--- src/hw/rtl/ggc_pkg.sv ---
package ggc_pkg;

	localparam logic KIND_LOAD = 1'b0;
	localparam logic KIND_RUN  = 1'b1;

	typedef struct packed {
		logic        kind;
		logic [3:0]  row_index;
		logic [15:0] row_bits;
		logic [3:0]  start_node;
	} item_t;

	typedef struct packed {
		logic [3:0] node;
		logic [4:0] color;
		logic       last;
	} result_t;

endpackage

--- src/hw/rtl/ggc_adj_mem.sv ---
module ggc_adj_mem #(
	parameter int NODES = 16
) (
	input  logic                     clk,
	input  logic                     we,
	input  logic [$clog2(NODES)-1:0] waddr,
	input  logic [NODES-1:0]         wdata,
	input  logic [$clog2(NODES)-1:0] raddr,
	output logic [NODES-1:0]         rdata
);

	logic [NODES-1:0] mem [NODES];
	logic [NODES-1:0] rdata_q;

	always_ff @(posedge clk) begin
		if (we) begin
			mem[waddr] <= wdata;
		end
		rdata_q <= mem[raddr];
	end

	assign rdata = rdata_q;

endmodule

--- src/hw/rtl/ggc_engine.sv ---
module ggc_engine #(
	parameter int NODES = 16
) (
	input  logic                     clk,
	input  logic                     arst_n,
	input  logic                     run_go,
	input  logic [$clog2(NODES)-1:0] start_pivot,
	input  logic [NODES-1:0]         rdata,
	output logic [$clog2(NODES)-1:0] raddr,
	output logic                     busy,
	output logic                     result_valid,
	input  logic                     result_stall,
	output ggc_pkg::result_t         result
);

	localparam int IdxW = $clog2(NODES);
	localparam int ColW = $clog2(NODES + 1);

	typedef enum logic [1:0] {ST_IDLE, ST_PIVOT, ST_SCAN, ST_FLUSH} state_t;

	state_t           state_q;
	logic [IdxW-1:0]  cur_q, piv_q, npivot_q, pend_node_q;
	logic [ColW-1:0]  color_q, pend_color_q;
	logic [NODES-1:0] colored_q, members_q, forbid_q;
	logic             found_q, pend_v_q, res_v_q;
	ggc_pkg::result_t res_q;

	logic             out_free, uncol, joins, miss, hold, is_end, more;
	logic [IdxW-1:0]  next_pivot;
	logic [NODES-1:0] cur_bit, piv_bit;

	always_comb begin
		out_free   = !res_v_q || !result_stall;
		cur_bit    = {{(NODES-1){1'b0}}, 1'b1} << cur_q;
		piv_bit    = {{(NODES-1){1'b0}}, 1'b1} << piv_q;
		uncol      = !colored_q[cur_q];
		// both edge directions: pivot/members -> cur via forbid, cur -> class via rdata
		joins      = (state_q == ST_SCAN) && uncol && !forbid_q[cur_q]
			&& ((rdata & members_q) == '0);
		miss       = uncol && !joins;
		hold       = joins && pend_v_q && !out_free;
		is_end     = (cur_q == IdxW'(NODES - 1));
		more       = found_q || miss;
		next_pivot = found_q ? npivot_q : cur_q;
		unique case (state_q)
			ST_IDLE:  raddr = start_pivot;
			ST_PIVOT: raddr = '0;
			ST_SCAN: begin
				if (hold) begin
					raddr = cur_q;
				end else if (is_end) begin
					raddr = next_pivot;
				end else begin
					raddr = cur_q + IdxW'(1);
				end
			end
			ST_FLUSH: raddr = cur_q;
			default:  raddr = cur_q;
		endcase
	end

	always_ff @(posedge clk or negedge arst_n) begin
		if (!arst_n) begin
			state_q  <= ST_IDLE;
			found_q  <= 1'b0;
			pend_v_q <= 1'b0;
			res_v_q  <= 1'b0;
		end else begin
			if (res_v_q && !result_stall) begin
				res_v_q <= 1'b0;
			end
			unique case (state_q)
				ST_IDLE: begin
					if (run_go) begin
						colored_q <= '0;
						color_q   <= ColW'(1);
						piv_q     <= start_pivot;
						state_q   <= ST_PIVOT;
					end
				end
				ST_PIVOT: begin
					forbid_q  <= rdata;
					members_q <= piv_bit;
					cur_q     <= '0;
					found_q   <= 1'b0;
					state_q   <= ST_SCAN;
				end
				ST_SCAN: begin
					if (!hold) begin
						if (joins) begin
							colored_q[cur_q] <= 1'b1;
							members_q        <= members_q | cur_bit;
							forbid_q         <= forbid_q | rdata;
							pend_node_q      <= cur_q;
							pend_color_q     <= color_q;
							pend_v_q         <= 1'b1;
							if (pend_v_q) begin
								res_q.node  <= 4'(pend_node_q);
								res_q.color <= 5'(pend_color_q);
								res_q.last  <= 1'b0;
								res_v_q     <= 1'b1;
							end
						end else if (miss && !found_q) begin
							found_q  <= 1'b1;
							npivot_q <= cur_q;
						end
						if (is_end) begin
							if (more) begin
								piv_q   <= next_pivot;
								color_q <= color_q + ColW'(1);
								state_q <= ST_PIVOT;
							end else begin
								state_q <= ST_FLUSH;
							end
						end else begin
							cur_q <= cur_q + IdxW'(1);
						end
					end
				end
				ST_FLUSH: begin
					if (out_free) begin
						res_q.node  <= 4'(pend_node_q);
						res_q.color <= 5'(pend_color_q);
						res_q.last  <= 1'b1;
						res_v_q     <= 1'b1;
						pend_v_q    <= 1'b0;
						state_q     <= ST_IDLE;
					end
				end
				default: state_q <= ST_IDLE;
			endcase
		end
	end

	assign busy         = (state_q != ST_IDLE);
	assign result_valid = res_v_q;
	assign result       = res_q;

endmodule

--- src/hw/rtl/greedy_graph_coloring.sv ---
// Greedy graph colouring engine over NODES nodes.
// Input channel (item/item_valid/item_stall): a load beat (kind = load) writes
// one adjacency row; the diagonal and bits beyond NODES are dropped, and a row
// index beyond NODES is ignored. A run beat (kind = run) colours the graph
// starting from start_node (taken modulo NODES).
// Output channel (result/result_valid/result_stall): one beat per coloured
// node in colouring order; the final beat of a run carries last.
// A load beat never raises item_stall. A run holds item_stall high until its
// final beat has been handed to the output register. Each colour round reads
// the pivot row once, then one adjacency row per cycle from the row memory
// while the output does not stall; a run takes at most NODES rounds.
// Results lag the scan by one beat, as the last flag is known only at the end.
// Output stall freezes the scan only when a new beat must be emitted; nothing is lost or repeated.
// Reset clears the control state; rows are undefined until loaded.
module greedy_graph_coloring #(
	parameter int NODES = 16
) (
	input  logic              clk,
	input  logic              arst_n,
	input  logic              item_valid,
	output logic              item_stall,
	input  ggc_pkg::item_t    item,
	output logic              result_valid,
	input  logic              result_stall,
	output ggc_pkg::result_t  result
);

	localparam int IdxW = $clog2(NODES);

	logic             accept, load_we, run_go, busy;
	logic [IdxW-1:0]  waddr, raddr, start_pivot;
	logic [NODES-1:0] wdata, rdata;
	logic [4:0]       smod;

	assign item_stall = busy;
	assign accept     = item_valid && !busy;
	assign run_go     = accept && (item.kind == ggc_pkg::KIND_RUN);

	// load beat: drop out-of-range rows, mask the diagonal
	assign load_we = accept && (item.kind == ggc_pkg::KIND_LOAD)
		&& (32'(item.row_index) < 32'(NODES));
	assign waddr   = IdxW'(item.row_index);
	assign wdata   = NODES'(item.row_bits) & ~({{(NODES-1){1'b0}}, 1'b1} << waddr);

	// start node modulo NODES: at most seven subtractions for a 4-bit value
	always_comb begin
		smod = {1'b0, item.start_node};
		for (int k = 0; k < 8; k++) begin
			if (32'(smod) >= 32'(NODES)) begin
				smod = smod - 5'(NODES);
			end
		end
		start_pivot = IdxW'(smod);
	end

	ggc_adj_mem #(
		.NODES (NODES)
	) u_mem (
		.clk   (clk),
		.we    (load_we),
		.waddr (waddr),
		.wdata (wdata),
		.raddr (raddr),
		.rdata (rdata)
	);

	ggc_engine #(
		.NODES (NODES)
	) u_eng (
		.clk          (clk),
		.arst_n       (arst_n),
		.run_go       (run_go),
		.start_pivot  (start_pivot),
		.rdata        (rdata),
		.raddr        (raddr),
		.busy         (busy),
		.result_valid (result_valid),
		.result_stall (result_stall),
		.result       (result)
	);

endmodule

--- config.mk ---
export PLATFORM = sky130hd
export DESIGN_NAME = greedy_graph_coloring
export DESIGN_NICKNAME = d
export VERILOG_FILES = /design/src/hw/rtl/ggc_pkg.sv /design/src/hw/rtl/ggc_adj_mem.sv /design/src/hw/rtl/ggc_engine.sv /design/src/hw/rtl/greedy_graph_coloring.sv
export SDC_FILE = /design/constraint.sdc
export NUM_CORES = 1
export LEC_CHECK = 0
export BUFFER_PORTS_ARGS = -buffer_cell sky130_fd_sc_hd__buf_2
export CAP_MARGIN = 20
export CORE_MARGIN = 2
export CORE_UTILIZATION = 56
export CTS_CLUSTER_SIZE = 14
export DETAILED_ROUTE_END_ITERATION = 6
export PLACE_DENSITY = 0.78
export SLEW_MARGIN = 20
export SYNTH_ARGS = -nofsm -noshare
export SYNTH_HDL_FRONTEND = slang
export SYNTH_HIERARCHICAL = 1
export SYNTH_SLANG_ARGS = --single-unit
--- constraint.sdc ---
create_clock -name clk -period 4.05 [get_ports clk]
set_clock_uncertainty 0.1 [all_clocks]
set_input_delay 0.405 -clock clk [delete_from_list [all_inputs] [get_ports clk]]
set_output_delay 0.405 -clock clk [all_outputs]
set_load 0.01 [all_outputs]
==> results.py, run 1 <==
metrics = {
    "logic_synthesis": {
        "yosys.area.top_type": "edfxtp_1",
        "syn_area_um2": 14700,
        "ys_seq_elements": 361,
        "synth_edf_count": 340,
        "synthDominantCellAreaShare": 0.693,
        "synth_cell_types": 56,
        "syn_inst": 830,
        "avgSynthCellArea_um2": 17.7,
        "ys.flop_type": "edfxtp_1",
        "ys_top_cells_by_area": "edfxtp_1 69%, mux4_2 8.6%, mux4_1 2.9%",
        "async_flop_share": 0.0139,
        "synth-seq-area-share": 0.724,
        "syn-num-nets": 871,
        "yosysWarnings": 6,
    },
    "run": {
        "maxCapViolCount": 0,
    },
    "clock_tree": {
        "htree_levels": 2,
        "cts_made_buffers": 37,
        "cts_tree": "built",
        "cts_resized": 0,
        "clkSinkCount": 361,
        "worstSkewPairLatency_ps": 530,
        "post_cts_buffers": 0,
        "hold_buffers": 1,
        "root_buffer": "clkbuf_16",
        "clkTransAtPathRegs_ps": 60,
        "cts_buffer_depth": 3,
    },
    "global_route": {
        "grt-ovfl-total": 0,
        "grt_pass1_wl_mm": 49.2,
        "grt_pass1_vias": 8197,
        "grt_max_degree": 67,
        "grt_usage": 0.237,
        "antenna_found_initial": 0,
    },
    "cells_and_area": {
        "multi_input_area_um2": 3880,
        "fillCellCount": 1699,
        "antenna_cells": 0,
        "nNetsFinal": 965,
        "seq_area_um2": 10700,
        "drive_gt1_frac": 0.247,
        "area_growth_syn_to_layout_pct": 15.0,
    },
    "die": {
        "fp.dieW_um": 166,
        "rows": 59,
        "die_h_um": 166,
        "num_io_pins": 41,
        "core-area_um2": 25900,
        "dieArea_um2": 27600,
        "start_util": 0.568,
    },
    "placement": {
        "io_buffers": 40,
        "dp_hpwl_mm": 20.2,
        "gp_congestion": 0.896,
    },
    "power_and_ir_drop": {
        "total_power_mw": 11.8,
        "powerDensity_nw_per_um2": 695,
        "p_sw_mw": 3.59,
        "p_clk_frac": 0.282,
        "intPower_mw": 8.17,
        "leakage_nw": 5.78,
        "p_comb_frac": 0.300,
        "seq_power_share": 0.418,
        "vdd_ir_drop_max_v": 0.000464,
        "p_sw_frac": 0.306,
    },
    "timing": {
        "tightest_slew_ps": 1060,
        "rsz0062_at_grt": "no",
        "setup-tns-final_ps": 0,
        "setup_viol": 0,
        "fmax_ghz": 0.266,
        "timing.final.crit_share": 0.930,
        "relSlewSlack": 0.293,
        "report.final.slew_viol_count": 0,
        "period_needed_ps": 3770,
        "hold_viol": 0,
    },
    "setup_path": {
        "path_max_fanout": 39,
        "crit_start": "u_eng/cur_q[0]",
        "cp-start-kind": "flip-flop",
        "worstReg2RegStart": "u_eng/cur_q[0]",
        "path_class": "reg -> reg",
        "cp.required_ps": 4340,
        "cp.arrival_ps": 4050,
        "critPathCaptureType": "flip-flop",
    },
    "run_status": {
        "status": "finished with violations",
        "violations": "design-rule violations",
    },
    "detailed_routing": {
        "drtAntennaViolNets": 0,
        "drc_errors": 4,
        "drt_iter0_drc": 1018,
        "dr.pass1.iters": 7,
        "wl_per_cell_um": 25.5,
        "vias": 8157,
        "routed_wl_mm": 32.8,
        "viasPerCell": 6.33,
    },
    "min_path": {
        "hold_start": "result_stall",
        "min_path_type": "in -> reg",
    },
}
[power groups by stage]
| stage | Combinational (mW) | Sequential (mW) | Clock (mW) |
|---|---|---|---|
| after floorplan | 2.54 | 4.83 | 0 |
| after global placement | 3.40 | 4.96 | 0 |
| after detailed placement | 3.49 | 4.98 | 0 |
| after CTS | 3.54 | 4.90 | 3.36 |
| after global routing | 3.80 | 4.93 | 3.50 |
| final | 3.53 | 4.91 | 3.31 |
[sequential cells by signal, summed over array words and instances (netlist names)]
name,flops
u_mem/rdata,16
u_eng/cur_q,4
u_eng/result_valid,1
u_eng/pend_node_q,4
u_eng/npivot_q,4
u_eng/pend_color_q,5
u_eng/color_q,5
u_mem/mem,256
u_eng/forbid_q,16
u_eng/members_q,16
u_eng/piv_q,4
u_eng/pend_v_q,1
u_eng/result,10
u_eng/found_q,1
u_eng/colored_q,16
u_eng/state_q,2
[layout by cell type, fill, tap and decap left out, types with 4 or more instances in the layout]
cell type,Yosys,final
and2_1,4,4
clkbuf_16,0,38
a21o_1,17,17
buf_4,3,54
ha_1,12,11
mux2i_1,11,11
nand2_1,36,36
mux4_2,56,56
nand2b_1,5,5
clkbuf_1,23,11
nor3_2,0,4
clkinv_2,0,4
o31a_1,4,4
nand3_1,12,12
a31oi_1,13,12
a22oi_1,39,39
inv_1,17,17
mux4_1,16,16
clkinv_1,0,5
nor2b_1,10,10
dfxtp_1,16,16
a21boi_2,0,6
buf_2,6,40
a21oi_1,56,56
buf_12,0,5
dfrtp_1,5,5
edfxtp_1,340,340
nor2_1,49,49
o21ai_0,8,8
[worst max-delay path, cell delays in order (launching register included)]
cell and delay (ps):
edfxtp_1 360, buf_4 150, mux4_1 530, mux2_2 290, o22a_1 260, or4_1 500
mux2i_1 190, o221ai_4 250, buf_12 260, mux4_2 380, a22oi_1 230, nand2_1 80
[synth_stat cells, drive strengths merged, types with 3 or more instances]
library cell / number
edfxtp: 340
mux4: 72
a21oi: 58
nor2: 49
a22oi: 39
nand2: 36
clkbuf: 23
buf: 22
a21o: 17
inv: 17
dfxtp: 16
a31oi: 13
nor2b: 13
ha: 12
nand3: 12
mux2i: 11
a21boi: 9
o21ai: 8
nand2b: 6
dfrtp: 5
nor3: 5
and2: 4
o31a: 4
mux2: 3
nand3b: 3
nand4: 3
nor4: 3
xor2: 3
[metrics by stage]
step | cells | utilization | hold slack, ps | cell area [um^2] | setup slack (ps)
floorplan | 830 | - | 9.41 | 14700 | 225
global placement | 1219 | 0.606 | 154 | 15700 | 368
detailed placement | 1219 | 0.606 | 154 | 15700 | 316
CTS | 1288 | 0.652 | 42.7 | 16900 | 290
global route | 1288 | 0.653 | 62.0 | 16900 | 127
finish | 1288 | 0.653 | 63.7 | 16900 | 285
[routing by layer]
layer  wire (um)  GRT usage  vias up
li1            -          -     3550
met1       12400      0.309     4138
met2       16700      0.400      400
met3        2820     0.0529       69
met4         875     0.0805        0
met5           0          0        -
[cells by family after synthesis]
family	after synthesis	share of synthesized area
flops	361	0.724
compound gates	162	0.0722
simple gates	143	0.0478
mux	86	0.124
buf+inv	62	0.0196
fa+ha+maj	12	0.0102
xor+xnor	4	0.00238
[path summary, 6_finish.rpt]
path	endpoint	slack [ps]	cells past startpoint
max in group asynchronous	u_eng/state_q[1]	3530	2
min in group asynchronous	u_eng/result_valid	150	2
hold reg to reg	u_eng/result[3]	320	0
setup / recovery	u_mem/rdata[8]	280	11
hold / removal	u_eng/result_valid	60	2
setup reg to reg	u_mem/rdata[8]	280	11
[layout make-up]
cell class                      count  area share
Timing Repair Buffer              100      0.0423
Inverter                           17     0.00377
Clock buffer                       52      0.0611
Clock inverter                     16     0.00946
Multi-Input combinational cell    407       0.229
Sequential cell                   361       0.629
Tap cell                          335      0.0248
(Power assumes the default switching activity.)
==> inputs of run 2 (changes only) <==
--- a/config.mk
+++ b/config.mk
@@ -11,6 +11,7 @@
 export CORE_UTILIZATION = 56
 export CTS_CLUSTER_SIZE = 14
 export DETAILED_ROUTE_END_ITERATION = 6
+export HOLD_SLACK_MARGIN = 0.12
 export PLACE_DENSITY = 0.78
 export SLEW_MARGIN = 20
 export SYNTH_ARGS = -nofsm -noshare
==> run 2 against run 1 <==
The run now ends clean; sequential cell count did not move; routed wire length about the same; register-to-register slack is essentially flat; power hardly changed; global-route usage about the same; maximum frequency about the same; count of clock-buffer cells in the layout did not move; via count increased by 0.21%; largest power group unchanged.
==> results.py, run 2 (synthesis gave the netlist of run 1 again) <==
metrics = {
    "setup_path": {
        "rr_endpoint": "u_mem/rdata[13]",
        "cp.arrival_ps": 4110,
        "path_max_fanout": 11,
        "cp.required_ps": 4400,
        "worstReg2RegStart": "u_eng/cur_q[0]",
        "r2r_cells": 11,
        "r2r_slack_ps": 290,
        "cp-start-kind": "flip-flop",
        "path_class": "reg -> reg",
        "critPathCaptureType": "flip-flop",
    },
    "detailed_routing": {
        "met2WireLength_mm": 16.7,
        "drt-met1-wl_mm": 12.2,
        "vias": 8174,
        "drtAntennaViolNets": 0,
        "routed_wl_mm": 32.8,
        "viasPerCell": 6.34,
        "dr.pass1.iters": 5,
        "route.top_layer_used": "met4",
        "drt_iter0_drc": 966,
        "wl_per_cell_um": 25.5,
        "drc_errors": 0,
        "met3_length_mm": 2.98,
    },
    "timing": {
        "timing.final.crit_share": 0.929,
        "report.final.slew_viol_count": 0,
        "relSlewSlack": 0.303,
        "period_needed_ps": 3760,
        "fmax_ghz": 0.266,
        "whs_ps": 156,
        "rsz0062_at_grt": "no",
        "setup-tns-final_ps": 0,
        "setup_viol": 0,
        "tightest_slew_ps": 1040,
        "hold_viol": 0,
    },
    "die": {
        "dieArea_um2": 27600,
        "start_util": 0.568,
        "die_h_um": 166,
        "fp.dieW_um": 166,
        "rows": 59,
        "core-area_um2": 25900,
        "num_io_pins": 41,
    },
    "clock_tree": {
        "cts_resized": 0,
        "clkSinkCount": 361,
        "clkTransAtPathRegs_ps": 60,
        "cts_buffer_depth": 3,
        "htree_levels": 2,
        "worstSkewPairLatency_ps": 530,
        "cts_tree": "built",
        "cts_made_buffers": 37,
        "root_buffer": "clkbuf_16",
    },
    "cells_and_area": {
        "regMostFlops": "u_mem/mem",
        "final_cell_mix": "340 x edfxtp_1, 56 x a21oi_1, 56 x mux4_2",
        "area_growth_syn_to_layout_pct": 15.0,
        "largest_register_ffs": 256,
        "final_common_cell": "edfxtp_1",
        "fillCellCount": 1696,
        "nNetsFinal": 966,
        "antenna_cells": 0,
        "drive_gt1_frac": 0.246,
        "utilization": 0.654,
        "seq_area_um2": 10700,
        "multi_input_area_um2": 3880,
    },
    "global_route": {
        "grt_pass1_wl_mm": 49.2,
        "antenna_found_initial": 0,
        "grt_usage": 0.237,
        "grt_pass1_vias": 8218,
        "grt_max_degree": 67,
        "grt-ovfl-total": 0,
    },
    "run_status": {
        "status": "finished clean",
    },
    "power_and_ir_drop": {
        "vdd_ir_drop_max_v": 0.000464,
        "powerDensity_nw_per_um2": 694,
        "leakage_nw": 5.78,
    },
    "placement": {
        "gp_congestion": 0.896,
        "io_buffers": 40,
        "dp_hpwl_mm": 20.2,
    },
    "min_path": {
        "min_path_type": "in -> async",
    },
    "run": {
        "maxCapViolCount": 0,
    },
}
-- run 2: changes by cell type in the layout (fill, tap and decap cells not counted) --
| cell | before | now |
|---|---|---|
| dlygate4sd3_1 | 1 | 2 |
-- run 2: power breakdown --
group	switching, mW	internal [mW]	leakage (nW)
clock network	1.38	1.93	0.571
registers	0.309	4.60	3.29
logic	1.90	1.64	1.92
total	3.59	8.17	5.78
-- run 2: how the worst max path moves through the flow --
stage	startpoint	to	slack, ps	cells past startpoint
after CTS	u_eng/cur_q[0]	u_mem/rdata[8]	290	11
after global placement	u_eng/cur_q[0]	u_mem/rdata[8]	370	11
final	u_eng/cur_q[0]	u_mem/rdata[13]	290	11
after floorplan	u_eng/cur_q[0]	u_eng/color_q[0]	220	7
after global routing	u_eng/cur_q[0]	u_mem/rdata[13]	130	11
after detailed placement	u_eng/cur_q[0]	u_mem/rdata[10]	320	12
-- run 2: cell type report --
cell class | count | share of cell area
sequential | 361 | 0.629
multi-input combinational | 407 | 0.229
clock buffer | 52 | 0.0610
timing repair buffer | 101 | 0.0428
tap | 335 | 0.0247
clock inverter | 16 | 0.00946
inverter | 17 | 0.00377
-- run 2: per-layer routing --
metal,track usage,vias up
met5,0,-
met4,0.0805,0
met3,0.0527,73
met2,0.400,417
met1,0.309,4134
li1,-,3550
-- run 2: timing repair --
action	CTS	global route
endpoints found under the hold margin	6	0
hold buffers	2	0
buffers inserted	0	0
-- run 2: metrics by stage --
stage | total power [mW] | instance area (um^2) | cells | worst slack [ps]
final | 11.8 | 16900 | 1289 | 286
after global routing | 12.2 | 16900 | 1289 | 127
after CTS | 11.8 | 16900 | 1289 | 290
after detailed placement | 8.47 | 15700 | 1219 | 316
after global placement | 8.36 | 15700 | 1219 | 368
after floorplan | 7.37 | 14700 | 830 | 225
-- run 2: worst max-delay path, cell delays in order (launching register included) --
cell and delay (ps):
edfxtp_1 360, buf_4 150, mux4_1 530, mux2_2 290
o22a_1 260, or4_1 500, mux2i_1 180, o221ai_1 370
nor2b_1 440, buf_4 320, a22oi_1 110, nand2_1 90
